===== config.mk =====
export PLATFORM = sky130hd
export DESIGN_NAME = mcfam_ctrl
export DESIGN_NICKNAME = d
export VERILOG_FILES = /design/src/rtl/mcfam_pkg.sv /design/src/rtl/mcfam_ctrl.sv
export SDC_FILE = /design/constraint.sdc
export NUM_CORES = 1
export LEC_CHECK = 0
export ABC_CLOCK_PERIOD_IN_PS = 1500
export BUFFER_PORTS_ARGS = -buffer_cell sky130_fd_sc_hd__buf_2
export CAP_MARGIN = 20
export CELL_PAD_IN_SITES_DETAIL_PLACEMENT = 0
export CELL_PAD_IN_SITES_GLOBAL_PLACEMENT = 1
export CORE_AREA = 2 2 39 41
export CTS_CLUSTER_DIAMETER = 60
export DETAILED_ROUTE_END_ITERATION = 12
export DIE_AREA = 0 0 41 43
export HOLD_SLACK_MARGIN = 0.05
export PLACE_DENSITY = 0.61
export SYNTH_ARGS = -nofsm -noshare
export SYNTH_HDL_FRONTEND = slang
export SYNTH_SLANG_ARGS = --single-unit

===== constraint.sdc =====
create_clock -name clock -period 1.5 [get_ports clock]
set_clock_uncertainty 0.2 [all_clocks]
set_input_delay 0.225 -clock clock [delete_from_list [all_inputs] [get_ports clock]]
set_output_delay 0.225 -clock clock [all_outputs]
set_load 0.05 [all_outputs]

===== src/rtl/mcfam_pkg.sv =====
// Shared types and constants of the multi-client FIFO audio mixer.
// Used by mcfam_ctrl, mcfam_datapath and the top level; no dependencies.
package mcfam_pkg;

   localparam int NUM_CLIENTS_DEF  = 4;
   localparam int RING_SAMPLES_DEF = 2048;
   localparam int SAMPLE_BITS_DEF  = 16;

   localparam int OPCODE_W    = 2;
   localparam int CLIENT_ID_W = 3;
   localparam int STATUS_W    = 3;
   localparam int GAIN_W      = 17;
   localparam int CSR_INDEX_W = 2;
   localparam int NUM_GAIN_REGS = 4;
   localparam logic [GAIN_W-1:0] GAIN_UNITY = 17'h10000;

   typedef enum logic [OPCODE_W-1:0] {
      OP_PUSH   = 2'd0,
      OP_PULL   = 2'd1,
      OP_REMOVE = 2'd2
   } op_type;

   typedef enum logic [STATUS_W-1:0] {
      ST_PUSHED  = 3'd0,
      ST_DROPPED = 3'd1,
      ST_MIXED   = 3'd2,
      ST_REMOVED = 3'd3,
      ST_INVALID = 3'd4
   } status_type;

   typedef enum logic [2:0] {
      CS_IDLE,
      CS_EXEC,
      CS_MIX,
      CS_DRAIN_A,
      CS_DRAIN_B,
      CS_FINISH
   } ctrl_state_type;

   // controller -> datapath
   typedef struct packed {
      logic                   capture;
      logic                   exec;
      logic                   mix_issue;
      logic [CLIENT_ID_W-1:0] mix_client;
      logic                   load_out;
   } ctrl_cmd_type;

   // datapath -> controller
   typedef struct packed {
      logic op_pull;
      logic out_free;
   } dp_status_type;

endpackage


===== src/rtl/mcfam_ctrl.sv =====
// Sequencer of the mixer: request intake, per-client mix loop, result hand-off.
// Depends on mcfam_pkg; drives mcfam_datapath through ctrl_cmd_type.
module mcfam_ctrl #(
   parameter int NUM_CLIENTS = mcfam_pkg::NUM_CLIENTS_DEF
) (
   input  logic                     clock,
   input  logic                     reset,
   input  logic                     req_tvalid,
   output logic                     req_tready,
   input  mcfam_pkg::dp_status_type sts,
   output mcfam_pkg::ctrl_cmd_type  cmd
);
   import mcfam_pkg::*;

   localparam int IDX_W = (NUM_CLIENTS > 1) ? $clog2(NUM_CLIENTS) : 1;

   ctrl_state_type   state_ff, state_in;
   logic [IDX_W-1:0] mix_cnt_ff, mix_cnt_in;

   always_ff @(posedge clock) begin
      if (reset) begin
         state_ff   <= CS_IDLE;
         mix_cnt_ff <= '0;
      end else begin
         state_ff   <= state_in;
         mix_cnt_ff <= mix_cnt_in;
      end
   end

   always_comb begin
      state_in       = state_ff;
      mix_cnt_in     = mix_cnt_ff;
      req_tready     = 1'b0;
      cmd            = '0;
      cmd.mix_client = CLIENT_ID_W'(mix_cnt_ff);
      case (state_ff)
         CS_IDLE: begin
            req_tready = 1'b1;
            if (req_tvalid) begin
               cmd.capture = 1'b1;
               state_in    = CS_EXEC;
            end
         end
         CS_EXEC: begin
            cmd.exec   = 1'b1;
            mix_cnt_in = '0;
            state_in   = sts.op_pull ? CS_MIX : CS_FINISH;
         end
         CS_MIX: begin
            cmd.mix_issue = 1'b1;
            if (mix_cnt_ff == IDX_W'(NUM_CLIENTS - 1)) begin
               state_in = CS_DRAIN_A;
            end else begin
               mix_cnt_in = mix_cnt_ff + 1'b1;
            end
         end
         // product and accumulate stages still in flight
         CS_DRAIN_A: begin
            state_in = CS_DRAIN_B;
         end
         CS_DRAIN_B: begin
            state_in = CS_FINISH;
         end
         CS_FINISH: begin
            if (sts.out_free) begin
               cmd.load_out = 1'b1;
               state_in     = CS_IDLE;
            end
         end
         default: begin
            state_in = CS_IDLE;
         end
      endcase
   end

   a_exec_after_capture: assert property (@(posedge clock) disable iff (reset)
      cmd.exec |-> $past(cmd.capture))
      else $error("exec without a captured request");

   a_load_only_when_free: assert property (@(posedge clock) disable iff (reset)
      cmd.load_out |-> sts.out_free)
      else $error("result loaded over a pending result");

   a_mix_runs_into_drain: assert property (@(posedge clock) disable iff (reset)
      cmd.mix_issue |=> (cmd.mix_issue || state_ff == CS_DRAIN_A))
      else $error("mix loop left without draining");

   a_no_accept_while_busy: assert property (@(posedge clock) disable iff (reset)
      (cmd.exec || cmd.mix_issue || cmd.load_out) |-> !req_tready)
      else $error("request taken while a request is in work");

endmodule


==> results of run 1 <==
==> report_power, final <==
group          total [uW]  switching (uW)  internal, uW
registers             169            21.7           147
logic                 252             140           112
clock network         152            51.9           100
==> placed cells by master, fill, tap and decap left out <==
cell / instances
nor3_4: 1
inv_2: 1
mux2i_1: 1
dlygate4sd3_1: 1
clkbuf_4: 3
buf_6: 4
buf_2: 7
dfxtp_2: 2
buf_8: 1
a21oi_1: 2
and2b_2: 2
nand2b_1: 3
nor2b_1: 1
nor3_2: 1
clkbuf_1: 1
a21oi_2: 1
nor3_1: 1
a31oi_1: 2
nor3b_2: 2
nor2_1: 3
and2_4: 1
o21a_1: 2
conb_1: 1
o32ai_1: 2
buf_4: 7
or3b_1: 1
nand2_1: 2
a311oi_1: 1
ha_1: 1
dfxtp_4: 3
nor4_1: 1
==> cell type report <==
| cell class | count | area (um2) |
|---|---|---|
| Multi-Input combinational cell | 32 | 240 |
| Fill cell | 133 | 822 |
| Clock buffer | 4 | 26.3 |
| Inverter | 1 | 3.75 |
| Tap cell | 16 | 20.0 |
| Sequential cell | 5 | 114 |
| Timing Repair Buffer | 20 | 158 |
==> per-stage QoR <==
step                      TNS (ps)  hold WS, ps
after floorplan               -595         87.4
after global placement           0          279
after detailed placement         0          278
after CTS                    -18.4         91.7
after global routing          -144          120
final                        -7.46         97.7
==> worst max-delay path, stage by stage, from the launching register on <==
cell	delay, ps
dfxtp_4	360
nor3_4	180
and2_4	170
buf_8	140
==> layer usage <==
| layer | up-vias | part of all wire | global-route usage |
|---|---|---|---|
| met1 | 165 | 0.47 | 0.139 |
| met5 | - | 0 | 0 |
| met3 | 0 | 0.057 | 0.0471 |
| met4 | 0 | 0 | 0.0800 |
| met2 | 11 | 0.47 | 0.163 |
| li1 | 193 | - | - |
==> kinds of logic (layout without fill, tap and decap cells) <==
group,count (synthesis),in the layout,synth area share
compound gates,10,10,0.209
fa+ha+maj,1,1,0.0360
buf+inv,5,25,0.0899
flops,5,5,0.288
mux,1,1,0.0288
other cells,1,1,0.0108
simple gates,19,19,0.338
==> synth_stat cells <==
cell type / instances / area, um2
conb_1: 1 / 3.75
a21oi_2: 1 / 8.76
nor2_1: 3 / 11.3
nor3_1: 2 / 10.0
a311oi_1: 1 / 8.76
a31oi_1: 2 / 12.5
o32ai_1: 2 / 17.5
nor3b_1: 2 / 15.0
ha_1: 1 / 12.5
mux2i_1: 1 / 10.0
and2_1: 1 / 6.26
buf_4: 3 / 22.5
inv_1: 1 / 3.75
nor3_2: 1 / 10.0
buf_2: 1 / 5.00
nor4_1: 1 / 6.26
nand2b_1: 3 / 18.8
nand2_1: 2 / 7.51
dfxtp_1: 5 / 100
a21oi_1: 2 / 10.0
and2b_2: 2 / 17.5
o21a_1: 2 / 15.0
nor2b_1: 1 / 6.26
or3b_1: 1 / 8.76
==> what timing repair did <==
item | CTS | global route
setup buffers | 4 | 0
endpoints found under the hold margin | 2 | 0
hold buffers | 1 | 0
gates resized for setup | 14 | 2
setup endpoints to repair | 5 | 5
gates cloned | 0 | 0
pin swaps | 4 | 2
==> final timing paths <==
check,slack (ps),startpoint,cells past startpoint,endpoint
max,-5,state_ff[0],3,cmd[6]
max reg2reg,90,state_ff[2],4,state_ff[2]
min reg2reg,300,mix_cnt_ff[1],2,mix_cnt_ff[1]
min,100,sts[1],3,state_ff[0]
==> state kept, by name, indices dropped and copies added, names as in the netlist <==
register and cells:
mix_cnt_ff 2, state_ff 3
==> flow_summary.json, run 1 <==
{
  "route.antenna.remaining_nets": 0,
  "run_status": "finished, violations left",
  "place.detailed.hpwl_um": 577,
  "floorplan_row_count": 14,
  "largest_fanout_on_the_critical_path": 6,
  "dpl-instance-area_um2": 453,
  "timing.critical_path.arrival_ps": 1080,
  "cts-root-buf": "clkbuf_4",
  "wirelength_um": 807,
  "clkSinkCount": 5,
  "vdd_ir_drop_max_uv": 463,
  "stdcell_count": 78,
  "antenna_found_initial": 0,
  "fin_crit_sh": 1.00,
  "placed_cells_incl_taps": 69,
  "cellLeakagePower_uw": 0.000239,
  "via_count": 369,
  "dr.first_iter.drc_count": 5,
  "place.port_buffers": 11,
  "yosysSeqAreaShare": 0.288,
  "core-area_um2": 1380,
  "ys_warn_count": 0,
  "dp_slack_ps": 84.9,
  "max_cap_viol_count": 0,
  "syn-num-nets": 48,
  "data_required_time_at_the_worst_endpoint_ps": 1070,
  "area.growth.synth_to_final_pct": 61.5,
  "post-route-min-period_ps": 1500,
  "rsz0062_at_grt": "true",
  "maxClockFrequency_ghz": 0.664,
  "cts.clk_slew.worst_paths_ps": 40,
  "grt_overflow": 0,
  "worstSetupStartpointType": "flip-flop",
  "detail_route.first_pass.iterations": 3,
  "cts_max_level": 1,
  "avgSynthCellArea_um2": 8.28,
  "clk-insertion-delay-late_ps": 240,
  "timing.hold.worst.class": "in -> reg",
  "chipWidth_um": 41,
  "postLayoutCellArea_um2": 562,
  "setup_viol": 2,
  "effective_utilization_at_floorplan": 0.251,
  "failed_checks": "setup timing",
  "cts_buffers": 3,
  "global_placer_s_final_weighted_congestion": 0.697,
  "cts_tree": "built",
  "clk_path_buf_depth": 2,
  "finalCoreUtilization": 0.406,
  "grt_max_degree": 8,
  "detail_route.drc_violations": 0,
  "die_area_um2": 1760,
  "critical_path_class": "reg -> out",
  "final_hold_viol_count": 0,
  "grt_pass1_vias": 327,
  "fin_ws_ps": -4.94,
  "synth_seq_cells": 5,
  "total_count_of_max_transition_violations_in_the_final_report": 0,
  "worst_setup_path_end_kind": "output pin",
  "io_pins": 13,
  "fp.dieH_um": 43,
  "drt-vias-per-instance": 4.73,
  "synthCells": 42,
  "post_drt_wl_per_cell_um": 10.3,
  "global_route_wire_length_before_repair_um": 1340,
  "nNetsFinal": 69,
  "global_routing_usage_summed_across_all_routing_layers": 0.117,
  "final_layout_size_suffix_gt1_frac": 0.581,
  "antenna-diode-count": 0,
  "synth.distinct_cells": 24,
  "netlist_area_um2": 348,
  "report.power.total_uw": 573,
  "power_per_cell_area_nw_per_um2": 1020
}
(Power assumes the default switching activity.)
==> run 2, diff against run 1 <==
--- a/config.mk
+++ b/config.mk
@@ -14,7 +14,7 @@
 export CTS_CLUSTER_DIAMETER = 60
 export DETAILED_ROUTE_END_ITERATION = 12
 export DIE_AREA = 0 0 41 43
-export HOLD_SLACK_MARGIN = 0.05
+export HOLD_SLACK_MARGIN = 0.15
 export PLACE_DENSITY = 0.61
 export SYNTH_ARGS = -nofsm -noshare
 export SYNTH_HDL_FRONTEND = slang
==> run 2 against run 1 <==
The run still ends with setup timing left. Design area grew 3.6%. Utilization grew 1.4 points. Sequential share of layout area shrank 0.70 points. Final cell count grew 2.6%. Clock-buffer cell count is the same. Total power is essentially flat. Critical path depth is the same. Maximum frequency grew 0.13%. Combinational power is essentially flat. Critical endpoint unchanged. Largest cell class unchanged. Largest power group unchanged.
==> flow_summary.json, run 2 (synthesis gave the netlist of run 1 again) <==
{
  "registers.top_by_ff_count": "state_ff",
  "worst_reg_to_reg_cells": 4,
  "antenna-diode-count": 0,
  "setup_viol": 1,
  "holdPathStages": 4,
  "global_route_wire_length_before_repair_um": 1380,
  "postLayoutCellArea_um2": 582,
  "cellLeakagePower_uw": 0.000247,
  "run_status": "finished, violations left",
  "total_count_of_max_transition_violations_in_the_final_report": 0,
  "post_drt_wl_per_cell_um": 10.1,
  "wirelength_um": 811,
  "timing.hold.worst.class": "in -> reg",
  "grt_pass1_vias": 333,
  "antenna_found_initial": 0,
  "floorplan_row_count": 14,
  "power.clock.fraction": 0.263,
  "dp_slack_ps": 84.9,
  "place.port_buffers": 11,
  "final_layout_size_suffix_gt1_frac": 0.547,
  "critPathMaxStageDelay_ps": 360,
  "chipWidth_um": 41,
  "power_per_cell_area_nw_per_um2": 985,
  "cts.clk_slew.worst_paths_ps": 40,
  "p_switching_uw": 212,
  "share_of_power_burned_in_combinational_logic": 0.443,
  "critical-path-slowest-cell": "dfxtp_4",
  "fp.dieH_um": 43,
  "fin_crit_sh": 1.00,
  "power.share.sequential": 0.294,
  "max_cap_viol_count": 0,
  "top_regs": "state_ff: 3 flops, mix_cnt_ff: 2 flops",
  "cts_tree": "built",
  "fin_ws_ps": -3.00,
  "global_routing_usage_summed_across_all_routing_layers": 0.120,
  "data_required_time_at_the_worst_endpoint_ps": 1070,
  "p_sw_frac": 0.369,
  "cts_buffers": 3,
  "rsz0062_at_grt": "true",
  "cts-root-buf": "clkbuf_4",
  "worst_hold_slack_after_final_layout_ps": 254,
  "cp_cell_sequence": "nor3_4, and2_4, buf_8",
  "nNetsFinal": 71,
  "place.detailed.hpwl_um": 577,
  "global_placer_s_final_weighted_congestion": 0.697,
  "dr.first_iter.drc_count": 4,
  "mostFrequentLayoutCells": "buf_2, buf_4, buf_6",
  "clkSinkCount": 5,
  "internal_power_uw": 361,
  "core-area_um2": 1380,
  "worstSetupStartpointType": "flip-flop",
  "worst_setup_path_end_kind": "output pin",
  "stdcell_count": 80,
  "maxClockFrequency_ghz": 0.665,
  "drt-vias-per-instance": 4.69,
  "effective_utilization_at_floorplan": 0.251,
  "grt_overflow": 0,
  "io_pins": 13,
  "final_hold_viol_count": 0,
  "vdd_ir_drop_max_uv": 457,
  "largest_reg_flops": 3,
  "cts_max_level": 1,
  "route.antenna.remaining_nets": 0,
  "grt_max_degree": 8,
  "critical_path_class": "reg -> out",
  "failed_checks": "setup timing",
  "detail_route.drc_violations": 0,
  "clk_path_buf_depth": 2,
  "die_area_um2": 1760,
  "post-route-min-period_ps": 1500,
  "largest_fanout_on_the_critical_path": 6,
  "detail_route.first_pass.iterations": 3,
  "via_count": 375,
  "area.growth.synth_to_final_pct": 67.3,
  "placed_cells_incl_taps": 69,
  "clk-insertion-delay-late_ps": 240,
  "timing.critical_path.arrival_ps": 1080,
  "dpl-instance-area_um2": 453
}
run 2: cell types whose count changed in the layout (fill, tap and decap cells not counted), sizes merged:
cell / change
dlygate4sd3: +2
run 2: power by group through the flow:
stage          registers [uW]  clock network (uW)  logic [uW]
2_1_floorplan             163                   0         172
3_3_place_gp              174                   0         209
3_5_place_dp              175                   0         205
4_1_cts                   169                 160         255
5_1_grt                   171                 164         276
6_report                  168                 151         254
run 2: layer usage:
layer / GRT usage / part of all wire
met3: 0.0471 / 0.057
met5: 0 / 0
met2: 0.169 / 0.48
met1: 0.142 / 0.46
met4: 0.0800 / 0
run 2: worst paths after layout:
| kind | startpoint | endpoint | slack [ps] |
|---|---|---|---|
| max | state_ff[1] | cmd[6] | -3 |
| min | sts[1] | state_ff[1] | 250 |
| max reg2reg | state_ff[2] | state_ff[2] | 100 |
| min reg2reg | mix_cnt_ff[1] | mix_cnt_ff[1] | 300 |
run 2: what timing repair did:
action | CTS | global route
buffers inserted | 4 | 0
pin swaps | 4 | 3
resized for setup | 14 | 1
endpoints found under the hold margin | 5 | 0
hold buffers | 3 | 0
setup endpoints to repair | 5 | 5
run 2: critical path: cells and delay by family (launching register included):
kind                   cells  cell delay (ps)
buffers and inverters      1              130
DFF                        1              360
and+or+nand+nor            2              340
run 2: cell type report:
| class | instances | area [um2] |
|---|---|---|
| Timing Repair Buffer | 22 | 178 |
| Sequential cell | 5 | 114 |
| Inverter | 1 | 3.75 |
| Clock buffer | 4 | 26.3 |
| Multi-Input combinational cell | 32 | 240 |
| Fill cell | 136 | 802 |
| Tap cell | 16 | 20.0 |
run 2: per-stage QoR:
step	total power, uW	utilization	TNS [ps]
3_3_place_gp	383	0.327	0
2_1_floorplan	335	-	-595
3_5_place_dp	380	0.327	0
5_1_grt	611	0.420	-151
4_1_cts	584	0.418	-18.4
6_report	573	0.420	-3.00
==> run 3, diff against run 2 <==
--- a/config.mk
+++ b/config.mk
@@ -5,7 +5,7 @@
 export SDC_FILE = /design/constraint.sdc
 export NUM_CORES = 1
 export LEC_CHECK = 0
-export ABC_CLOCK_PERIOD_IN_PS = 1500
+export ABC_CLOCK_PERIOD_IN_PS = 1700
 export BUFFER_PORTS_ARGS = -buffer_cell sky130_fd_sc_hd__buf_2
 export CAP_MARGIN = 20
 export CELL_PAD_IN_SITES_DETAIL_PLACEMENT = 0
==> constraint.sdc (replaced) <==
create_clock -name clock -period 1.7 [get_ports clock]
set_clock_uncertainty 0.2 [all_clocks]
set_input_delay 0.255 -clock clock [delete_from_list [all_inputs] [get_ports clock]]
set_output_delay 0.255 -clock clock [all_outputs]
set_load 0.05 [all_outputs]
==> run 3 against run 2 <==
Total power shrank 19%. Highest routed layer unchanged. Sequential share of layout area grew 1.5 points. Largest power group unchanged. Worst setup slack gained 62 ps. Critical path type unchanged. Combinational power shrank 33%. The flow now finishes without violations. Global-route usage shrank 2.2 points. Register-to-register slack gained 230 ps. Design area shrank 15%. Wire length shrank 15%. Sequential power shrank 5%. Clock-buffer cell count is the same. Critical path depth shrank 1.
==> flow_summary.json, run 3 (synthesis gave the netlist of run 1 again) <==
{
  "cts_tree": "built",
  "route.antenna.remaining_nets": 0,
  "fp.dieH_um": 43,
  "chipWidth_um": 41,
  "worst_hold_startpoint": "mix_cnt_ff[1]",
  "worst_r2r_endpoint": "state_ff[2]",
  "critical_path_class": "reg -> out",
  "die_area_um2": 1760,
  "fin_ws_ps": 59.1,
  "largest_fanout_on_the_critical_path": 14,
  "place.port_buffers": 11,
  "cpLargestDelayFamily": "flip-flops",
  "stdcell_count": 73,
  "via_count": 338,
  "detail_route.first_pass.iterations": 4,
  "setup_viol": 0,
  "registers.top_by_ff_count": "state_ff",
  "global_routing_usage_summed_across_all_routing_layers": 0.0975,
  "cp_cell_sequence": "nor3b_1, buf_4",
  "critical_path.reg2reg.startpoint": "state_ff[1]",
  "nFillCells": 148,
  "timing.hold.worst.class": "reg -> reg",
  "drt-vias-per-instance": 4.63,
  "post_drt_wl_per_cell_um": 9.42,
  "cts.clk_slew.worst_paths_ps": 40,
  "clkSinkCount": 5,
  "clk_path_buf_depth": 2,
  "power_per_cell_area_nw_per_um2": 939,
  "timing.reg2reg.setup_slack_ps": 330,
  "io_pins": 13,
  "worstSetupStartpointType": "flip-flop",
  "antenna_found_initial": 0,
  "mostFrequentLayoutCell": "buf_2",
  "mostFrequentLayoutCells": "buf_2, buf_4",
  "grt_overflow": 0,
  "dp_slack_ps": 149,
  "vdd_ir_drop_max_uv": 330,
  "cts-root-buf": "clkbuf_4",
  "cts_max_level": 1,
  "maxClockFrequency_ghz": 0.609,
  "hold_end": "mix_cnt_ff[1]",
  "critPathMaxStageDelay_ps": 490,
  "worst-path-buf-inv": 1,
  "top_regs": "state_ff: 3 flops, mix_cnt_ff: 2 flops",
  "final_layout_size_suffix_gt1_frac": 0.439,
  "final_hold_viol_count": 0,
  "largest_reg_flops": 3,
  "detail_route.drc_violations": 0,
  "worst_setup_path_end_kind": "output pin",
  "run_status": "complete, no violations",
  "area.growth.synth_to_final_pct": 41.4,
  "data_required_time_at_the_worst_endpoint_ps": 1240,
  "timing.critical_path.arrival_ps": 1190,
  "worst_reg_to_reg_cells": 3,
  "core-area_um2": 1380,
  "global_placer_s_final_weighted_congestion": 0.694,
  "total_count_of_max_transition_violations_in_the_final_report": 0,
  "cts_buffers": 3,
  "placed_cells_incl_taps": 66,
  "global_route_wire_length_before_repair_um": 1150,
  "grt_pass1_vias": 312,
  "effective_utilization_at_floorplan": 0.251,
  "dr.first_iter.drc_count": 4,
  "post-route-min-period_ps": 1640,
  "cellLeakagePower_uw": 0.000201,
  "max_cap_viol_count": 0,
  "floorplan_row_count": 14,
  "finalCoreUtilization": 0.355,
  "antenna-diode-count": 0,
  "fin_crit_sh": 0.965,
  "clk-insertion-delay-late_ps": 240,
  "holdPathStages": 2,
  "rsz0062_at_grt": "false",
  "place.detailed.hpwl_um": 508,
  "critical-path-slowest-cell": "dfxtp_2",
  "wirelength_um": 688,
  "grt_max_degree": 15,
  "nNetsFinal": 64
}
[run 3: worst max path at each step]
stage / from / to / slack (ps) / cells past startpoint
floorplan: state_ff[1] / cmd[4] / -400 / 2
global placement: state_ff[0] / cmd[5] / 160 / 2
detailed placement: state_ff[0] / cmd[0] / 150 / 3
CTS: state_ff[1] / cmd[6] / 2 / 3
global route: state_ff[1] / cmd[4] / 0.04 / 2
finish: state_ff[1] / cmd[4] / 60 / 2
[run 3: layout make-up]
class | count | area [um2] | area share
multi-input cells | 32 | 235 | 0.478
clock buffers | 4 | 26.3 | 0.0534
flip-flops and latches | 5 | 104 | 0.211
inverters | 1 | 3.75 | 0.00763
well taps | 16 | 20.0 | 0.0407
repair buffers | 15 | 103 | 0.209
[run 3: metal layers]
metal,up-vias,share of wire,wire length [um],track usage
met5,-,0,0,0
met4,0,0,0,0.0800
met3,0,0.052,36,0.0314
met2,9,0.43,295,0.138
met1,149,0.52,356,0.113
li1,180,-,-,-
[run 3: power by group]
part | total, uW | internal [uW] | switching [uW] | leakage (uW)
logic | 170 | 66.2 | 104 | 0.000144
clock network | 133 | 88.5 | 44.3 | 0.0000150
registers | 159 | 130 | 29.0 | 0.0000419
total | 461 | 285 | 177 | 0.000201
[run 3: tightest hold or removal path: stages (launching register included)]
cell	delay, ps
dfxtp_1	320
nand2b_1	70
o32ai_1	60
[run 3: per-stage QoR]
stage	cell area, um2	TNS (ps)	power (uW)	hold WS [ps]
5_1_grt	492	0	496	343
3_3_place_gp	423	0	320	305
6_report	492	0	461	309
2_1_floorplan	372	-438	294	117
4_1_cts	489	0	470	306
3_5_place_dp	423	0	319	310
[run 3: repair_timing]
item / 4_1_cts / 5_1_grt
endpoints found under the hold margin: 5 / 0
endpoints found under the setup margin: 4 / 1
setup buffers: 0 / 0
hold buffers: 3 / 0
resized for setup: 5 / 2
